$ cat src/sv/tmdc_pkg.sv
// Package for the temperature motor duty controller: register map, action codes,
// microcode word layout and the control program ROM. No dependencies.

package tmdc_pkg;

   // register indexes, byte address is 4 * index
   localparam logic [1:0] REG_MIN_FWD   = 2'd0;
   localparam logic [1:0] REG_MIN_BWD   = 2'd1;
   localparam logic [1:0] REG_START_FWD = 2'd2;
   localparam logic [1:0] REG_START_BWD = 2'd3;

   localparam logic [6:0] MIN_DUTY_RESET   = 7'd30;
   localparam logic [6:0] START_DUTY_RESET = 7'd100;
   localparam logic signed [9:0] SETPOINT_RESET = 10'sd27;
   localparam logic signed [9:0] TEMP_MAX = 10'sd511;
   localparam logic signed [9:0] TEMP_MIN = -10'sd512;

   // setpoint step codes
   localparam logic [1:0] OP_NONE  = 2'd0;
   localparam logic [1:0] OP_RAISE = 2'd1;
   localparam logic [1:0] OP_LOWER = 2'd2;

   // result kinds
   localparam logic [1:0] ACT_STOP = 2'd0;
   localparam logic [1:0] ACT_KICK = 2'd1;
   localparam logic [1:0] ACT_RUN  = 2'd2;

   localparam logic DIR_FWD = 1'b0;
   localparam logic DIR_BWD = 1'b1;

   localparam logic [6:0] DUTY_FULL = 7'd100;

   // datapath widths
   localparam int MUL_A_W = 22;
   localparam int MUL_B_W = 23;
   localparam int PROD_W  = MUL_A_W + MUL_B_W;

   // multiplier constants; floor(x/100) = (x*5243)>>19 for x <= 25500,
   // floor(x/10000) = (x*6871948)>>36 for x <= 2550000
   localparam logic [MUL_B_W-1:0] K_255   = 23'd255;
   localparam logic [MUL_B_W-1:0] K_100   = 23'd100;
   localparam logic [MUL_B_W-1:0] R_100   = 23'd5243;
   localparam logic [MUL_B_W-1:0] R_10K   = 23'd6871948;
   localparam int R_100_SH = 19;
   localparam int R_10K_SH = 36;

   localparam int STEP_W = 4;
   localparam logic [STEP_W-1:0] STEP_LAST = 4'd11;

   typedef enum logic [2:0] {
      A_PROD, A_ST, A_DUTY, A_D, A_MN
   } a_sel_type;

   typedef enum logic [2:0] {
      B_K255, B_K100, B_R100, B_R10K, B_REST
   } b_sel_type;

   typedef enum logic [1:0] {
      EM_NONE, EM_STOP, EM_KICK, EM_RUN
   } emit_type;

   typedef enum logic [1:0] {
      JMP_NONE, JMP_END_IF_SAME, JMP_END
   } jmp_type;

   typedef struct packed {
      a_sel_type a_sel;
      b_sel_type b_sel;
      logic      mul_en;   // load product register
      logic      acc;      // add product register into the new product
      logic      ld_d;
      logic      ld_v;
      logic      eval;     // load direction and duty from the error
      emit_type  emit;
      jmp_type   jmp;
   } ucode_type;

   function automatic logic [6:0] cap100(input logic [6:0] v);
      return (v > DUTY_FULL) ? DUTY_FULL : v;
   endfunction

   // duty = 25 per degree, full at four degrees or more
   function automatic logic [6:0] duty_of(input logic [10:0] mag);
      logic [6:0] r;
      if (mag >= 11'd4) begin
         r = DUTY_FULL;
      end else begin
         case (mag[1:0])
            2'd0: r = 7'd0;
            2'd1: r = 7'd25;
            2'd2: r = 7'd50;
            2'd3: r = 7'd75;
            default: r = 7'd0;
         endcase
      end
      return r;
   endfunction

   function automatic ucode_type ucode_rom(input logic [STEP_W-1:0] step);
      ucode_type uc;
      uc = '{a_sel: A_PROD, b_sel: B_K255, mul_en: 1'b0, acc: 1'b0, ld_d: 1'b0,
             ld_v: 1'b0, eval: 1'b0, emit: EM_NONE, jmp: JMP_NONE};
      case (step)
         4'd0: begin                        // evaluate error, leave if nothing moves
            uc.eval = 1'b1;
            uc.jmp  = JMP_END_IF_SAME;
         end
         4'd1: begin                        // stop on reversal, start * 255
            uc.emit = EM_STOP;
            uc.a_sel = A_ST;   uc.b_sel = B_K255; uc.mul_en = 1'b1;
         end
         4'd2: begin                        // / 100
            uc.a_sel = A_PROD; uc.b_sel = B_R100; uc.mul_en = 1'b1;
         end
         4'd3: begin                        // kick from rest, duty * (100 - min)
            uc.emit = EM_KICK;
            uc.a_sel = A_DUTY; uc.b_sel = B_REST; uc.mul_en = 1'b1;
         end
         4'd4: begin                        // / 100
            uc.a_sel = A_PROD; uc.b_sel = B_R100; uc.mul_en = 1'b1;
         end
         4'd5: begin                        // d = min + quotient
            uc.ld_d = 1'b1;
         end
         4'd6: begin                        // d * (100 - min)
            uc.a_sel = A_D;    uc.b_sel = B_REST; uc.mul_en = 1'b1;
         end
         4'd7: begin                        // + 100 * min
            uc.a_sel = A_MN;   uc.b_sel = B_K100; uc.mul_en = 1'b1; uc.acc = 1'b1;
         end
         4'd8: begin                        // * 255
            uc.a_sel = A_PROD; uc.b_sel = B_K255; uc.mul_en = 1'b1;
         end
         4'd9: begin                        // / 10000
            uc.a_sel = A_PROD; uc.b_sel = B_R10K; uc.mul_en = 1'b1;
         end
         4'd10: begin                       // latch v, threshold 255 * min
            uc.ld_v = 1'b1;
            uc.a_sel = A_MN;   uc.b_sel = B_K255; uc.mul_en = 1'b1;
         end
         4'd11: begin                       // running duty, done
            uc.emit = EM_RUN;
            uc.jmp  = JMP_END;
         end
         default: begin
            uc.jmp = JMP_END;
         end
      endcase
      return uc;
   endfunction

endpackage

$ cat src/sv/temperature_motor_duty_control_top.sv
// Temperature motor duty controller, top level: stream ports, APB register file,
// microcoded sequencer and its multiply-add datapath. Depends on tmdc_pkg.
//
// Usage:
//   Each word on the req_ channel is one control tick: measured temperature in
//   req_tdata, setpoint step code in req_tuser. The block answers with zero to
//   three words on the rsp_ channel: a stop before a reversal, a start kick, and
//   the running duty as an 8-bit PWM compare value; rsp_tlast marks the final
//   word of a tick, rsp_tuser carries its kind.
//   A tick is taken while the block is idle, then a 12-step control program runs
//   over one 22x23 multiply-add unit. A tick that changes nothing frees the
//   block after one step. Otherwise the program runs through all 12 steps, and
//   the running duty word is the last word that it emits. The step count is set
//   by the chain of dependent multiplies for the rescale.
//   A step that emits a word holds while the output register is full and
//   rsp_tready is low; req_tready stays low until the program ends.
//   Reset clears setpoint to 27, direction forward, duty 0, and the registers
//   to min duty 30 and start duty 100. Registers sit at byte offsets 0, 4, 8, 12.

module temperature_motor_duty_control_top
   import tmdc_pkg::*;
(
   input  logic        clock,
   input  logic        reset,
   // request stream
   input  logic        req_tvalid,
   output logic        req_tready,
   input  logic [15:0] req_tdata,   // [9:0] measured_temp (signed), [15:10] zero
   input  logic [1:0]  req_tuser,   // [1:0] op
   // result stream
   output logic        rsp_tvalid,
   input  logic        rsp_tready,
   output logic [15:0] rsp_tdata,   // [7:0] pwm_compare, [8] motor_direction, [15:9] zero
   output logic [1:0]  rsp_tuser,   // [1:0] action_kind
   output logic        rsp_tlast,
   // register port
   input  logic        csr_psel,
   input  logic        csr_penable,
   input  logic        csr_pwrite,
   input  logic [3:0]  csr_paddr,
   input  logic [31:0] csr_pwdata,
   output logic [31:0] csr_prdata,
   output logic        csr_pready
);

   // registers
   logic                     busy_ff, busy_in;
   logic [STEP_W-1:0]        step_ff, step_in;
   logic signed [9:0]        meas_ff, meas_in;
   logic signed [9:0]        sp_ff, sp_in;
   logic                     dir_ff, dir_in;
   logic [6:0]               duty_ff, duty_in;
   logic                     cur_dir_ff, cur_dir_in;
   logic [6:0]               cur_duty_ff, cur_duty_in;
   logic [6:0]               d_ff, d_in;
   logic [7:0]               v_ff, v_in;
   logic [PROD_W-1:0]        prod_ff, prod_in;
   logic [6:0]               cfg_min_ff [2];
   logic [6:0]               cfg_start_ff [2];
   logic [6:0]               cfg_min_in [2];
   logic [6:0]               cfg_start_in [2];
   logic                     rsp_valid_ff, rsp_valid_in;
   logic [7:0]               rsp_pwm_ff, rsp_pwm_in;
   logic                     rsp_dir_ff, rsp_dir_in;
   logic [1:0]               rsp_kind_ff, rsp_kind_in;
   logic                     rsp_last_ff, rsp_last_in;

   // combinational
   ucode_type                uc;
   logic signed [10:0]       err;
   logic                     eval_dir;
   logic [10:0]              mag;
   logic [6:0]               eval_duty;
   logic                     same;
   logic [6:0]               mn, st, rest;
   logic [MUL_A_W-1:0]       mul_a;
   logic [MUL_B_W-1:0]       mul_b;
   logic [PROD_W-1:0]        addend;
   logic                     emit_want, out_free, advance;
   logic [14:0]              v_x100;
   logic [7:0]               run_pwm;
   logic                     req_fire, cfg_wr;

   assign req_tready = !busy_ff;
   assign req_fire   = req_tvalid && req_tready;
   assign cfg_wr     = csr_psel && csr_penable && csr_pwrite;
   assign csr_pready = 1'b1;

   always_comb begin
      case (csr_paddr[3:2])
         REG_MIN_FWD:   csr_prdata = {25'd0, cfg_min_ff[DIR_FWD]};
         REG_MIN_BWD:   csr_prdata = {25'd0, cfg_min_ff[DIR_BWD]};
         REG_START_FWD: csr_prdata = {25'd0, cfg_start_ff[DIR_FWD]};
         REG_START_BWD: csr_prdata = {25'd0, cfg_start_ff[DIR_BWD]};
         default:       csr_prdata = 32'd0;
      endcase
   end

   assign rsp_tvalid = rsp_valid_ff;
   assign rsp_tdata  = {7'd0, rsp_dir_ff, rsp_pwm_ff};
   assign rsp_tuser  = rsp_kind_ff;
   assign rsp_tlast  = rsp_last_ff;

   // error and direction
   assign err       = 11'(meas_ff) - 11'(sp_ff);
   assign eval_dir  = err[10] || (err == 11'sd0);
   assign mag       = eval_dir ? 11'(-err) : 11'(err);
   assign eval_duty = duty_of(mag);
   assign same      = (eval_dir == cur_dir_ff) && (eval_duty == cur_duty_ff);

   assign mn   = cap100(cfg_min_ff[dir_ff]);
   assign st   = cap100(cfg_start_ff[dir_ff]);
   assign rest = DUTY_FULL - mn;

   assign uc = ucode_rom(step_ff);

   always_comb begin
      case (uc.a_sel)
         A_PROD:  mul_a = prod_ff[MUL_A_W-1:0];
         A_ST:    mul_a = MUL_A_W'(st);
         A_DUTY:  mul_a = MUL_A_W'(duty_ff);
         A_D:     mul_a = MUL_A_W'(d_ff);
         A_MN:    mul_a = MUL_A_W'(mn);
         default: mul_a = '0;
      endcase
      case (uc.b_sel)
         B_K255:  mul_b = K_255;
         B_K100:  mul_b = K_100;
         B_R100:  mul_b = R_100;
         B_R10K:  mul_b = R_10K;
         B_REST:  mul_b = MUL_B_W'(rest);
         default: mul_b = '0;
      endcase
      addend = uc.acc ? prod_ff : '0;
   end

   always_comb begin
      case (uc.emit)
         EM_STOP: emit_want = (dir_ff != cur_dir_ff);
         EM_KICK: emit_want = (cur_duty_ff == 7'd0) && (duty_ff != 7'd0);
         EM_RUN:  emit_want = 1'b1;
         default: emit_want = 1'b0;
      endcase
   end

   assign out_free = !rsp_valid_ff || rsp_tready;
   assign advance  = busy_ff && !(emit_want && !out_free);

   // cut to zero at or below the minimum duty
   assign v_x100  = {1'b0, v_ff, 6'd0} + {2'd0, v_ff, 5'd0} + {5'd0, v_ff, 2'd0};
   assign run_pwm = (v_x100 <= prod_ff[14:0]) ? 8'd0 : v_ff;

   always_comb begin
      busy_in      = busy_ff;
      step_in      = step_ff;
      meas_in      = meas_ff;
      sp_in        = sp_ff;
      dir_in       = dir_ff;
      duty_in      = duty_ff;
      cur_dir_in   = cur_dir_ff;
      cur_duty_in  = cur_duty_ff;
      d_in         = d_ff;
      v_in         = v_ff;
      prod_in      = prod_ff;
      cfg_min_in   = cfg_min_ff;
      cfg_start_in = cfg_start_ff;
      rsp_valid_in = rsp_valid_ff && !rsp_tready;
      rsp_pwm_in   = rsp_pwm_ff;
      rsp_dir_in   = rsp_dir_ff;
      rsp_kind_in  = rsp_kind_ff;
      rsp_last_in  = rsp_last_ff;

      if (cfg_wr) begin
         case (csr_paddr[3:2])
            REG_MIN_FWD:   cfg_min_in[DIR_FWD]   = csr_pwdata[6:0];
            REG_MIN_BWD:   cfg_min_in[DIR_BWD]   = csr_pwdata[6:0];
            REG_START_FWD: cfg_start_in[DIR_FWD] = csr_pwdata[6:0];
            REG_START_BWD: cfg_start_in[DIR_BWD] = csr_pwdata[6:0];
            default: ;
         endcase
      end

      if (req_fire) begin
         meas_in = req_tdata[9:0];
         if (req_tuser == OP_RAISE && sp_ff != TEMP_MAX) begin
            sp_in = sp_ff + 10'sd1;
         end else if (req_tuser == OP_LOWER && sp_ff != TEMP_MIN) begin
            sp_in = sp_ff - 10'sd1;
         end
         busy_in = 1'b1;
         step_in = '0;
      end

      if (advance) begin
         if (uc.eval) begin
            dir_in  = eval_dir;
            duty_in = eval_duty;
         end
         if (uc.mul_en) begin
            prod_in = PROD_W'(mul_a * mul_b) + addend;
         end
         if (uc.ld_d) begin
            d_in = (duty_ff == 7'd0) ? 7'd0 : mn + prod_ff[R_100_SH+6:R_100_SH];
         end
         if (uc.ld_v) begin
            v_in = (prod_ff[R_10K_SH+8] == 1'b1) ? 8'd255 : prod_ff[R_10K_SH+7:R_10K_SH];
         end
         if (emit_want) begin
            rsp_valid_in = 1'b1;
            case (uc.emit)
               EM_STOP: begin
                  rsp_pwm_in  = 8'd0;
                  rsp_dir_in  = cur_dir_ff;
                  rsp_kind_in = ACT_STOP;
                  rsp_last_in = 1'b0;
                  cur_dir_in  = dir_ff;
                  cur_duty_in = 7'd0;
               end
               EM_KICK: begin
                  rsp_pwm_in  = prod_ff[R_100_SH+7:R_100_SH];
                  rsp_dir_in  = dir_ff;
                  rsp_kind_in = ACT_KICK;
                  rsp_last_in = 1'b0;
               end
               default: begin
                  rsp_pwm_in  = run_pwm;
                  rsp_dir_in  = dir_ff;
                  rsp_kind_in = ACT_RUN;
                  rsp_last_in = 1'b1;
                  cur_duty_in = duty_ff;
               end
            endcase
         end
         // step counter and jumps
         if ((uc.jmp == JMP_END) || (uc.jmp == JMP_END_IF_SAME && same) ||
             step_ff == STEP_LAST) begin
            busy_in = 1'b0;
            step_in = '0;
         end else begin
            step_in = step_ff + 1'b1;
         end
      end
   end

   always_ff @(posedge clock) begin
      if (reset) begin
         busy_ff         <= 1'b0;
         step_ff         <= '0;
         sp_ff           <= SETPOINT_RESET;
         cur_dir_ff      <= DIR_FWD;
         cur_duty_ff     <= 7'd0;
         cfg_min_ff[0]   <= MIN_DUTY_RESET;
         cfg_min_ff[1]   <= MIN_DUTY_RESET;
         cfg_start_ff[0] <= START_DUTY_RESET;
         cfg_start_ff[1] <= START_DUTY_RESET;
         rsp_valid_ff    <= 1'b0;
      end else begin
         busy_ff         <= busy_in;
         step_ff         <= step_in;
         sp_ff           <= sp_in;
         cur_dir_ff      <= cur_dir_in;
         cur_duty_ff     <= cur_duty_in;
         cfg_min_ff      <= cfg_min_in;
         cfg_start_ff    <= cfg_start_in;
         rsp_valid_ff    <= rsp_valid_in;
      end
      meas_ff     <= meas_in;
      dir_ff      <= dir_in;
      duty_ff     <= duty_in;
      d_ff        <= d_in;
      v_ff        <= v_in;
      prod_ff     <= prod_in;
      rsp_pwm_ff  <= rsp_pwm_in;
      rsp_dir_ff  <= rsp_dir_in;
      rsp_kind_ff <= rsp_kind_in;
      rsp_last_ff <= rsp_last_in;
   end

   // a taken tick always starts the program at its first step
   a_start: assert property (@(posedge clock) disable iff (reset)
      req_tvalid && req_tready |=> busy_ff && step_ff == '0)
      else $error("tick taken without restarting the program");

   // only the running duty word closes a tick
   a_last: assert property (@(posedge clock) disable iff (reset)
      rsp_tvalid |-> (rsp_tlast == (rsp_tuser == ACT_RUN)))
      else $error("tlast does not match running duty word");

   // a stop word is zero and carries the direction left behind
   a_stop: assert property (@(posedge clock) disable iff (reset)
      rsp_tvalid && rsp_tuser == ACT_STOP |-> rsp_tdata[7:0] == 8'd0 &&
         rsp_tdata[8] != cur_dir_ff)
      else $error("stop word inconsistent with direction state");

   // kept duty moves only while the program runs
   a_duty_hold: assert property (@(posedge clock) disable iff (reset)
      !busy_ff && !(req_tvalid && req_tready) |=> $stable(cur_duty_ff))
      else $error("duty state changed while idle");

endmodule

$ cat config.mk
export PLATFORM = sky130hd
export DESIGN_NAME = temperature_motor_duty_control_top
export DESIGN_NICKNAME = d
export VERILOG_FILES = /design/src/sv/tmdc_pkg.sv /design/src/sv/temperature_motor_duty_control_top.sv
export SDC_FILE = /design/constraint.sdc
export NUM_CORES = 1
export LEC_CHECK = 0
export BUFFER_PORTS_ARGS = -buffer_cell sky130_fd_sc_hd__buf_2
export CELL_PAD_IN_SITES_DETAIL_PLACEMENT = 0
export CELL_PAD_IN_SITES_GLOBAL_PLACEMENT = 1
export CORE_MARGIN = 2
export CORE_UTILIZATION = 54
export DETAILED_ROUTE_END_ITERATION = 10
export PLACE_DENSITY = 0.93
export SYNTH_ARGS = -nofsm -noshare
export SYNTH_HDL_FRONTEND = slang
export SYNTH_SLANG_ARGS = --single-unit
$ cat constraint.sdc
create_clock -name clock -period 24 [get_ports clock]
set_input_delay 4.8 -clock clock [delete_from_list [all_inputs] [get_ports clock]]
set_output_delay 4.8 -clock clock [all_outputs]
set_load 0.01 [all_outputs]
; ---- Yosys cells after proc, flatten, opt, wreduce, memory -nomap -nowiden
; Index checks and enable logic that the tools add are counted.
[totals]
inputBits = 61
out_inout_bits = 54
word_cells = 160
regBits = 142
[op_classes]
mux = 39
n_mul = 1
eq_ne = 37
n_reduce_logical = 46
n_lt_le_gt_ge = 5
add_sub_neg = 10
n_bitwise = 2
[ops]
columns = cell, count
row1 = 32-bit case mux with 4 select lines, 1
row2 = 23-bit case mux with 5 select lines, 1
row3 = 22-bit case mux with 5 select lines, 1
row4 = 7-bit two-way mux, 9
row5 = 7-bit case mux with 8 select lines, 1
row6 = 45-bit adder, 1
row7 = 22-bit by 23-bit multiplier with 45-bit output, 1
row8 = 45-bit two-way mux, 1
row9 = 7-bit case mux with 4 select lines, 1
row10 = 10-bit two-way mux, 2
row11 = "10-bit inequality test, second input constant", 2
row12 = 2-bit AND reduction, 10
row13 = "2-bit == test, second input constant", 8
row14 = "4-bit by 3-bit == test with 1-bit output, second input constant", 4
row15 = "4-bit == test, second input constant", 4
row16 = 8-bit case mux with 2 select lines, 1
row17 = 14-bit by 13-bit adder with 15-bit output, 1
row18 = 15-bit by 10-bit adder with 15-bit output, 1
row19 = 15-bit less-or-equal comparator, 1
row20 = "7-bit greater-than comparator, second input constant", 2
row21 = 7-bit zero test, 2
row22 = 7-bit case mux with 2 select lines, 1
row23 = "3-bit by 2-bit == test with 1-bit output, second input constant", 4
row24 = 4-bit two-way mux, 3
row25 = other kinds (37), 77

; ---- Longest topological paths before layout
; Gate-level depths: netlist (run 1).
[logic_depth]
ltp_word = 14
ltp_mapped = 42
mapped_depth_nobuf = 41

; ---- Worst setup path after synthesis (run 1)
; No wires, ideal clock.
[synth_path]
path_kind = input-to-output
startpoint = input csr_paddr[2]
endpoint = output csr_prdata[0]
arrival_ps = 5830
stages = 2
t_required_ps = 19200
setup_slack_ps = 13370
cell_sequence = clkbuf_1 -> mux4_2
[synth_via]
elab_chain_len = 2
[synth_rtl]
columns = item, line_no
row1 = from (decl), temperature_motor_duty_control_top.sv:40  ; input logic [3:0] csr_paddr,
row2 = "2-bit == test, or another cell as far along", temperature_motor_duty_control_top.sv:90  ; case (csr_paddr[3:2])
row3 = 32-bit case mux with 4 select lines (*), temperature_motor_duty_control_top.sv:90
row4 = to (decl), temperature_motor_duty_control_top.sv:42  ; output logic [31:0] csr_prdata,
; Mark *: on every way between the ends. The rest lies on a longest branch, timed or not. The select of a mux whose other input is x is not followed.

; ---- Worst setup path after layout (run 1)
[layout_path]
startpoint = register step_ff[0]
endpoint = register prod_ff[41] (data pin)
[layout_via]
elab_chain_len = 7
[layout_rtl]
columns = item, line_no
row1 = from (decl), temperature_motor_duty_control_top.sv:48  ; logic [STEP_W-1:0] step_ff, step_in;
row2 = from (signal assigned), temperature_motor_duty_control_top.sv:259  ; step_ff <= step_in;
row3 = 4-bit by 3-bit == test with 1-bit output or 4-bit by 2-bit == test with 1-bit output (tied branches), tmdc_pkg.sv:103  ; case (step)
row4 = 2-bit OR reduction (no source line), -
row5 = 7-bit case mux with 8 select lines, tmdc_pkg.sv:103
row6 = "3-bit == test, or another cell as far along", temperature_motor_duty_control_top.sv:118  ; case (uc.a_sel)
row7 = 22-bit case mux with 5 select lines or 23-bit case mux with 5 select lines (tied branches), "temperature_motor_duty_control_top.sv:118, temperature_motor_duty_control_top.sv:126"
row8 = 22-bit by 23-bit multiplier with 45-bit output, temperature_motor_duty_control_top.sv:200  ; prod_in = PROD_W'(mul_a * mul_b) + addend;
row9 = 45-bit adder (*), temperature_motor_duty_control_top.sv:200
row10 = to (signal assigned), temperature_motor_duty_control_top.sv:272  ; prod_ff <= prod_in;
row11 = to (decl), temperature_motor_duty_control_top.sv:57  ; logic [PROD_W-1:0] prod_ff, prod_in;
; Mark *: on every way between the ends. The rest lies on a longest branch, timed or not.
; A chain may end at the register's enable or synchronous reset.

==> summary by stage, run 1 <==
STA
The final critical path takes up 49.33% of the cycle. Derived from the worst setup path, the maximum achievable clock frequency is 84.46 MHz. The count of pins over their slew limit is 0. In the final timing run, aggregate negative setup slack is 0 ns.

The smallest clock period supported by the final layout is computed as 11.84 ns. Setup repair after global routing left no endpoint under its margin. The number of hold-slack violations in the final timing report is 0. In this run the tightest slew margin relative to its limit is between 15 and 20%.

The final setup violation count is 0. The setup clock skew after layout is about 0.014 ns. The transition at the pin with the smallest max-transition slack is between 1 and 1.5 ns.

Finish
The area taken by multi-input logic gates is 16,890 µm². The proportion of layout cells with a drive suffix above 1 is under 10%. The layout net count is 3,201. Across the whole layout, storage elements account for 3664 µm².

The area growth from synthesis to layout is 5.739%. Excluding fillers, the count of instances in the completed layout stands at a little over 3k. The final-layout fill cell count is about 3.6k.

Outcome
The run finished with clean final reports.

Critical path
The largest fanout of any net on the critical path is 55. The data arrival time of the worst path is roughly 12 ns. The biggest cell delay along the critical path is 0.94 ns. At the worst endpoint, the required time is approximately 24 ns.

The category of the most critical setup path is reg -> reg. In this design, the critical path's most frequently occurring cell is sky130_fd_sc_hd__fa_1. The critical-path cell with the highest stage delay is sky130_fd_sc_hd__nor3_1. The worst setup path is captured at a flop. The element type at the critical path start is a flop.

Logic synthesis
The share of synthesized flip-flops with an asynchronous set or reset is 0%. The distinct cell type count of the synthesized netlist is 80. The count of warnings emitted by yosys is 0. The main combinational cell family by area after synthesis is adder cells.

The mean cell area of the mapped netlist is 9.334 µm². The predominant post-synthesis flop cell is sky130_fd_sc_hd__edfxtp_1. The fraction of the mapped netlist area in compound gates is 8.514%. The cell area after technology mapping is 23,180 µm². After Yosys synthesis, full adders, half adders and majority gates account for a little under half of the synthesized area. Synthesis handed over a netlist of roughly 2.5k instances. The share of synthesized area occupied by flip-flops and latches is around 16%.

The largest total area in the synthesized netlist belongs to sky130_fd_sc_hd__fa_1. The proportion of synthesized area in mux cells is between 2 and 3%. The count of state elements after synthesis is 139. By area the synthesized netlist is led by sky130_fd_sc_hd__fa_1, sky130_fd_sc_hd__ha_1, sky130_fd_sc_hd__edfxtp_1. The synthesized-area fraction occupied by and/or/nand/nor cells is 12.03%. The top-area cell type share of the netlist area is 30.66%. The xor and xnor area share after synthesis is under 10%. Counting flops with a built-in enable in the synthesized netlist gives slightly below 90.

Drt
The count of nets left with antenna violations once routing finished came out at 0. Dividing the detail-routed wire length by the instance count gives 17.93 µm. For this block, the initial DRC count from the detailed router was 1,250. The routed design has between 50 and 60 mm of wire. The number of vias after detailed routing is about 17k. The first-pass detailed-route iteration total is 6. The number of remaining DRC errors is 0.

The average via count per standard cell is approximately 5.5.

GRT
The initial antenna violation count is 2. For this run, the total global-route usage over all layers was measured as a little over a quarter. The maximum number of pins on one net before global-route repair is 56.

The first global-routing pass estimated between 90 and 100 mm of wire. The total global routing overflow is 0. The number of global-route vias before repair is between 15k and 20k.

Min path
The tightest min-delay check is of the reg -> reg type.

CTS
The post-cts sizing count is 0. The clock latency at the later pin of the worst-skew pair is ~0.45 ns. The clock root buffer master is sky130_fd_sc_hd__clkbuf_16. The number of buffers added by the clock tree synthesis step is 17. The total number of H-tree levels is 4. The number of setup buffers added after CTS is 0. The clock net sink count is 139. After clock tree synthesis, the flow added hold-fix buffers numbering 0. The clock edge transition at the registers on the reported setup and hold paths is about 0.070 ns. The TritonCTS clock tree is built.

The maximum root-to-sink buffer count is 2.

Run
The number of max-cap violations is 0.

Floorplan
The initial utilization of the core area, before any placement, comes to between 50% and 60%. In this run the count of I/O pins placed on the die edge is roughly 120. The floorplan row count is 75.

The die covers ~45,000 µm². The floorplan die height is roughly 210 µm. The die is approximately 210 µm wide.

The area of the core is 42,130 µm².

Placed design
The half-perimeter wire length after detailed placement is between 40 and 50 mm. The congestion estimate from routability-driven global placement came to roughly 0.97. Once placement completed, the tool counted placed cells totaling a little over 3k. The number of buffers inserted by port buffering is 48.
## cell families (layout without fill, tap and decap cells)
group           Yosys count  in the layout
xor+xnor                 78             78
flops                   139            139
other cells               2             34
mux                      56             56
simple gates            574            574
compound gates          295            295
buf+inv                 703            706
fa+ha+maj               636            636
## metal layers
metal / track usage, % / part of all wire, % / vias up
met5: 0 / 0 / -
li1: - / - / 7867
met3: 3.643 / 6.1 / 118
met1: 35.02 / 43 / 8398
met4: 9.398 / 3.5 / 0
met2: 43.93 / 48 / 530
## layout by cell type (no fill, tap or decap), drive strengths merged, types with 24 or more instances in the layout
cell type / n
a21o: 36
a21oi: 96
and2: 30
and3: 49
buf: 70
conb: 33
dfxtp: 51
edfxtp: 88
fa: 355
ha: 281
inv: 609
mux2i: 42
nand2: 161
nand3: 40
nor2: 142
nor2b: 31
nor3: 39
o21ai: 53
xnor2: 54
xor2: 24
## area by class of cell
class	count	share of cell area, %
antenna	1	0.01021
inverter	604	9.251
clock inverter	15	0.7250
clock buffer	17	1.736
multi-input combinational	1672	68.92
timing repair buffer	70	1.654
tap	539	2.752
sequential	139	14.95
## state kept, by name (all words and copies together), names as in the netlist
register,count
cfg_start_ff,14
cur_dir_ff,1
cur_duty_ff,6
meas_ff,10
busy_ff,1
dir_ff,1
d_ff,7
cfg_min_ff,14
prod_ff,45
rsp_tuser,2
rsp_dir_ff,1
rsp_pwm_ff,8
step_ff,4
rsp_tvalid,1
sp_ff,10
v_ff,8
duty_ff,6
## Yosys cell counts (6+ instances only)
master                       n
sky130_fd_sc_hd__o21a_1     10
sky130_fd_sc_hd__and2_1     29
sky130_fd_sc_hd__edfxtp_1   88
sky130_fd_sc_hd__nor2_1    141
sky130_fd_sc_hd__o21bai_1   17
sky130_fd_sc_hd__nand2_1   161
sky130_fd_sc_hd__a211oi_1    8
sky130_fd_sc_hd__dfxtp_1    51
sky130_fd_sc_hd__xor2_1     24
sky130_fd_sc_hd__ha_1      281
sky130_fd_sc_hd__nor3_1     39
sky130_fd_sc_hd__a21o_1     36
sky130_fd_sc_hd__nand4_1    13
sky130_fd_sc_hd__xnor2_1    54
sky130_fd_sc_hd__o21ai_1    14
sky130_fd_sc_hd__fa_1      355
sky130_fd_sc_hd__o21ai_0    39
sky130_fd_sc_hd__nand3_1    39
sky130_fd_sc_hd__a21oi_1    96
sky130_fd_sc_hd__a22o_1      9
sky130_fd_sc_hd__mux4_2      7
sky130_fd_sc_hd__o211ai_1   10
sky130_fd_sc_hd__clkbuf_1   58
sky130_fd_sc_hd__or3_1       6
sky130_fd_sc_hd__buf_4      35
sky130_fd_sc_hd__nor3b_1    12
sky130_fd_sc_hd__and3_1     49
sky130_fd_sc_hd__nand2b_1   16
sky130_fd_sc_hd__or2_2      15
sky130_fd_sc_hd__nor2b_1    31
sky130_fd_sc_hd__mux2i_1    42
sky130_fd_sc_hd__inv_1     602
## path summary, 6_finish.rpt
kind                       from       endpoint  slack (ns)  depth (start not counted)
setup / recovery     step_ff[0]    prod_ff[41]       12.16                         31
hold reg to reg   cfg_min_ff[2]  cfg_min_ff[2]        0.52                          2
setup reg to reg     step_ff[0]    prod_ff[41]       12.16                         31
hold / removal    cfg_min_ff[2]  cfg_min_ff[2]        0.52                          2
## worst max-delay path, delay by kind of cell, from the launching register on
kind	cells	cell delay [ns]
AOI/OAI and AO/OA	8	2.55
adders and majority gates	9	4.11
DFF	1	0.35
and+or+nand+nor	8	3.55
buffers and inverters	6	1.10
## per-stage QoR
stage / utilization (%) / instance area, µm² / hold WS (ns) / worst slack, ns
CTS: 58.16 / 24500 / 0.5163 / 12.32
global placement: 56.72 / 23900 / 0.4919 / 12.62
floorplan: - / 23290 / 0.4589 / 13.37
global route: 58.16 / 24510 / 0.5357 / 11.46
finish: 58.16 / 24510 / 0.5195 / 12.16
detailed placement: 56.72 / 23900 / 0.4970 / 12.36
Power of run 1 is left out: the tool's default activity adds up to more than one toggle a clock period on the data nets, which glitch-free logic cannot reach.
==> inputs of run 2 (changes only) <==
CORE_UTILIZATION = 46   (was 54)
PLACE_DENSITY = 0.85   (was 0.93)
clock period = 9.94 ns   (was 24 ns; I/O delays follow)
==> summary by stage, run 2 (synthesis gave the netlist of run 1 again) <==
Finish
The area growth from synthesis to layout is 9.129%. In the final layout, the share of cells above drive strength 1 is 8.560%. The cell area after layout is 25,290 µm². For this run, the post-layout net count is roughly 3.3k. The library cell used most frequently in the layout, excluding fill and tap cells, is sky130_fd_sc_hd__inv_1.

The register with the most flip-flops is prod_ff. The library cells used most frequently in the layout, excluding fill and tap cells, are sky130_fd_sc_hd__inv_1, sky130_fd_sc_hd__fa_1, sky130_fd_sc_hd__ha_1, sky130_fd_sc_hd__nand2_1, sky130_fd_sc_hd__nor2_1. The largest registers in the layout are prod_ff: 45 flops, cfg_min_ff: 14 flops, cfg_start_ff: 14 flops.

0 antenna diodes ended up in the layout. The number of flip-flops in the largest register is 45.

STA
The final setup violation count is 0. The worst pin sits at a relative slew slack of a little under a fifth. Once routing completed, OpenROAD measured the worst setup slack at between 0.4 and 0.5 ns.

The worst-case hold slack is approximately 0.52 ns. Adding up every negative setup slack in the final design gives 0 ns. The count of pins over their slew limit was 0. The number of hold-slack violations in the final timing report is 0. Setup repair after global routing left no endpoint under its margin. The transition at the pin with the smallest max-transition slack is about 1.2 ns. After layout, the worst path uses 95.27% of the clock period. Between clock sinks in the finished design, the worst skew comes to between 0.01 and 0.015 ns. For the finished layout, the period the worst path requires is 9.470 ns. The maximum clock frequency is about 110 MHz.

GRT
The total global routing overflow is 0. The overall routing resource usage is between 20% and 30%. The number of global-route vias before repair is between 15k and 20k. Entering global routing, the biggest net connects 46 pins. The initial antenna violation count is 1. The first global-routing pass estimated ~95 mm of wire.

Critical path
The required time at the endpoint of the critical path is just over 10 ns. The biggest cell delay along the critical path is slightly below 0.6 ns. The launching instance or port of the critical path is dir_ff. The worst setup path is of the reg -> reg kind. STA classifies the critical path endpoint as a flop. The worst register-to-register path ends at prod_ff[41].

Data on the critical path arrives at its endpoint at roughly 9.8 ns. Following the worst setup path forward leads to its endpoint at prod_ff[41]. The launching point of the worst reg2reg path is dir_ff. Measured in cells, the most critical reg-to-reg path has a length of 37. The worst setup path is launched from a flop. The critical-path cell with the highest stage delay is sky130_fd_sc_hd__fa_1. For flop-to-flop paths, the worst setup slack is roughly 0.47 ns.

Along the worst path, the maximum fanout reaches 15.

Placed design
The wire-length estimate of the detail-placed layout is approximately 49 mm. At the placement stage, the worst setup path has a slack of -0.2956 ns. The number of buffers inserted by port buffering is 48. The total placed instance area is roughly 24,000 µm².

The routability-driven placement congestion ratio is ~0.9.

Drt
The average via count per standard cell is ~5.3. The first-pass detailed-route iteration total is 7. The total wire length after detailed routing is around 58 mm. The wire length per cell is roughly 18 µm. The number of DRC markers after the initial detailed-route iteration is ~1.1k. The number of vias after detailed routing is ~17k. The number of remaining DRC errors is 0. Once detail routing completed, the nets flagged for antenna violations numbered 0.

Floorplan
The area of the core is roughly 50,000 µm². The die covers between 50,000 and 60,000 µm². For this design the top-level I/O count stands at roughly 120. The width of the die is 228.5 µm. Row generation in the floorplan step produced 82 rows.

The floorplan step set the die height to 228.5 µm. The initial utilization of the core area, before any placement, comes to around 46%.

CTS
The clock latency at the later pin of the worst-skew pair is roughly 0.44 ns. For this design, the sink count on the clock tree is roughly 140. The clock edge transition at the registers on the reported setup and hold paths is approximately 0.070 ns. In this run the deepest clock path goes through 2 buffers. Buffers inserted during clock tree synthesis total 17. In this run the clock root is driven by a sky130_fd_sc_hd__clkbuf_16. The total number of H-tree levels is 4. The TritonCTS clock tree is built.

Outcome
The flow ran to the end, and the final reports show no timing, DRC or antenna violations.

Run
Across the run, the number of max-cap violations was 0.

Min path
The worst hold path belongs to the class reg -> reg.
-- run 2: cell count changes in the layout (fill, tap and decap cells not counted), sizes merged --
cell	before	now
diode	1	0
bufinv	1	4
buf	70	123
inv	609	610
clkinvlp	2	0
clkinv	7	5
-- run 2: critical path, delay by kind of cell (launching register included) --
| family | cells | cell delay (ns) |
|---|---|---|
| AND/OR/NAND/NOR | 7 | 1.87 |
| buffers and inverters | 9 | 0.97 |
| flip-flops | 1 | 0.50 |
| AO/OA/AOI/OAI | 10 | 1.72 |
| adder cells (fa/ha/maj) | 9 | 3.79 |
| XOR/XNOR | 1 | 0.16 |
| multiplexers | 1 | 0.30 |
-- run 2: metrics by stage --
step,instances,util (%)
final,3242,50.62
after global routing,3242,50.62
after CTS,3238,50.30
after detailed placement,3206,48.90
after global placement,3206,48.90
after floorplan,2514,-
-- run 2: worst min-delay path by stage --
stage	startpoint	cells after the start	endpoint
after floorplan	cfg_min_ff[9]	2	cfg_min_ff[9]
after global routing	prod_ff[36]	1	v_ff[0]
final	cur_dir_ff	2	cur_dir_ff
after detailed placement	prod_ff[36]	1	v_ff[0]
after global placement	cur_dir_ff	2	cur_dir_ff
after CTS	cur_dir_ff	2	cur_dir_ff
-- run 2: area by class of cell --
cell class / count / area, µm²
fill: 4611 / 24670
multi-input combinational: 1672 / 17020
sequential: 139 / 3664
inverter: 604 / 2267
tap: 672 / 840.8
timing repair buffer: 123 / 830.8
clock buffer: 17 / 425.4
clock inverter: 15 / 249.0
-- run 2: metal layers --
metal / vias to the layer above / share of wire, % / GRT usage (%)
li1: 7977 / - / -
met4: 0 / 3.1 / 7.700
met5: - / 0 / 0
met1: 8541 / 45 / 31.99
met3: 95 / 5.1 / 2.682
met2: 457 / 47 / 37.53
-- run 2: repair_timing --
action                                  4_1_cts  5_1_grt
hold buffers                                  0        0
setup buffers                                 0        4
endpoints found under the setup margin        6       10
resized for setup                             7       27
cloned                                        0        0
pin swaps                                     0        4
Power of run 2 is left out for the same reason.
==> inputs of run 3 (changes only) <==
GPL_TIMING_DRIVEN = 0   (was not set)
==> summary by stage, run 3 (synthesis gave the netlist of run 1 again) <==
Outcome
The flow ran to the end, and the final reports show no timing, DRC or antenna violations.

GRT
The total global routing overflow is 0. The routing layer with the top usage in global route is met2. For met3 alone, demand over resource in global routing was 3.942%. Global routing used a little under a quarter of the available tracks across all layers. The initial antenna violation count is 2. The number of global-route vias before repair is 17.97k. For met1 alone, demand over resource in global routing was between 30% and 40%. The first global-routing pass estimated 97.40 mm of wire. Global routing used 39.51% of the available met2 tracks. The maximum number of pins on one net before global-route repair is 24.

STA
Dividing the final minimum period by the clock period gives 97.03%. The relative slew slack is a little over an eighth. The transition at the pin with the smallest max-transition slack is 1.297 ns. The shortest period the worst path allows is between 9 and 10 ns. The number of hold-slack violations in the final timing report is 0. The setup clock skew after layout is approximately 0.014 ns. The count of pins over their slew limit is 0. Setup violations remaining at the end of the flow were counted as 0. Static timing analysis puts the maximum clock frequency at ~100 MHz.

Critical path
The critical path capture point type is a flop. In this run the number of cells on the critical path is 35. The most frequent cell on the critical path is sky130_fd_sc_hd__fa_1. The critical path is of the reg -> reg type. STA classifies the critical path startpoint as a flop.

The cell depth of the worst flop-to-flop path is 35. On the critical path, the stage with the largest delay is an instance of sky130_fd_sc_hd__fa_1. The biggest cell delay along the critical path is roughly 0.53 ns. The data arrival time of the worst path is about 10 ns. The required time at the endpoint of the critical path is roughly 10 ns. Among cell families on the critical path, the largest total delay comes from adder cells. Of all nets on the critical path, the largest fanout is 10.

The critical path contains buffers and inverters numbering 7 combined.

Drt
The number of vias after detailed routing is 17.24k. The average via count per standard cell is about 5.3. The number of DRC markers after the initial detailed-route iteration is 1,145. The number of nets with antenna violations after routing is 0.

In the final routed layout, each cell accounts on average for 18.64 µm. The total wire length after detailed routing is 61.03 mm. For this run, design rule violations remaining after detail routing come to 0. The first-pass detailed-route iteration total is 7.

Finish
Ranked by flip-flop count, first place goes to prod_ff. The area growth from synthesis to layout is 10.35%. The largest registers in the layout are prod_ff: 45 flops, cfg_min_ff: 14 flops, cfg_start_ff: 14 flops. The proportion of layout cells with a drive suffix above 1 is under 10%. After filler insertion, the fill cell instance count of the layout stands at between 4k and 5k. In the final design database the tool counted 3,285 nets. In the layout the commonest cells are sky130_fd_sc_hd__inv_1, sky130_fd_sc_hd__fa_1, sky130_fd_sc_hd__ha_1, sky130_fd_sc_hd__nand2_1, sky130_fd_sc_hd__nor2_1.

The most common cell after layout, fill and taps aside is sky130_fd_sc_hd__inv_1. The register with the most flip-flops in the layout has between 40 and 50 of them. The final cell count without fillers is 3,274.

Floorplan
The region available for standard cell placement spans 49,970 µm². The width of the die is 228.5 µm. During I/O placement, the number of pins put on the boundary was 115. The die covers roughly 52,000 µm². The initialized floorplan defines between 80 and 90 standard-cell rows. The initial utilization of the core area, before any placement, comes to a little under half. The floorplan die height is 228.5 µm.

CTS
The clock drives ~140 sinks. The TritonCTS clock tree is built. For the worst-skew pair, the clock arrives at the later sink with an insertion delay of between 0.4 and 0.5 ns.

The clock root buffer master is sky130_fd_sc_hd__clkbuf_16. In this run, CTS created clock tree buffers numbering 17. After clock tree synthesis, the clock-pin slew on the worst setup and hold paths is 0.07 ns.

In this run the number of H-tree levels came out at 4. The longest clock path from root to sink contains 2 buffers.

Placed design
The number of buffers inserted by port buffering is between 40 and 50. The half-perimeter wire length after detailed placement is approximately 51 mm. In this run, placement finished with an instance count of about 3.2k. Routability-driven placement finished with a final weighted congestion of 0.9371.

Min path
The path class of the tightest hold or removal check is reg -> reg. Counting instances, the worst hold path has a depth of 1.

Run
Max-cap violations in this run came to 0.
==> run 3: cell types whose count changed in the layout (fill, tap and decap cells not counted), moves of 4 or more <==
cell / delta
sky130_fd_sc_hd__a21oi_1: -7
sky130_fd_sc_hd__o21ai_1: -6
sky130_fd_sc_hd__clkbuf_4: +4
sky130_fd_sc_hd__buf_4: -22
sky130_fd_sc_hd__ha_1: -4
sky130_fd_sc_hd__o21ai_4: +4
sky130_fd_sc_hd__clkbuf_2: +12
sky130_fd_sc_hd__clkinv_4: +4
sky130_fd_sc_hd__clkbuf_1: +33
sky130_fd_sc_hd__a21oi_4: +5
==> run 3: per-layer routing <==
layer	part of all wire, %	routed length [µm]	up-vias
met5	0	0	-
met2	47	28420	554
li1	-	-	8033
met1	43	26470	8533
met4	3.6	2217	0
met3	6.4	3923	124
==> run 3: what timing repair did <==
item	CTS	global route
buffers inserted	8	4
gates resized for setup	61	75
endpoints found under the setup margin	31	14
pin swaps	4	9
hold buffers	0	0
hold endpoints to repair	0	0
==> run 3: final timing paths <==
| path | startpoint | slack [ns] | end |
|---|---|---|---|
| worst min register to register | prod_ff[38] | 0.53 | v_ff[2] |
| worst max register to register | dir_ff | 0.30 | prod_ff[41] |
| worst min-delay path | prod_ff[38] | 0.53 | v_ff[2] |
| worst max-delay path | dir_ff | 0.30 | prod_ff[41] |
==> run 3: layout make-up <==
type / count / area, µm² / share of cell area, %
diodes: 1 / 2.502 / 0.009785
plain buffers: 95 / 551.8 / 2.158
well taps: 672 / 840.8 / 3.288
repair buffers: 59 / 367.9 / 1.438
clock inverters: 15 / 182.7 / 0.7143
multi-input cells: 1672 / 17270 / 67.54
clock buffers: 17 / 425.4 / 1.663
flip-flops and latches: 139 / 3664 / 14.32
inverters: 604 / 2267 / 8.865
==> run 3: per-stage QoR <==
stage | TNS, ns | util [%] | worst slack (ns) | hold WS, ns | area, µm²
6_report | 0 | 51.18 | 0.2956 | 0.5315 | 25570
5_1_grt | -0.09132 | 51.18 | -0.07229 | 0.5526 | 25570
4_1_cts | 0 | 50.55 | 0.04054 | 0.5280 | 25260
3_5_place_dp | -36.67 | 48.81 | -2.325 | 0.4991 | 24390
3_3_place_gp | -35.65 | 48.75 | -2.314 | 0.4942 | 24360
2_1_floorplan | 0 | - | 0.1149 | 0.4589 | 23290
Power of run 3 is left out for the same reason.
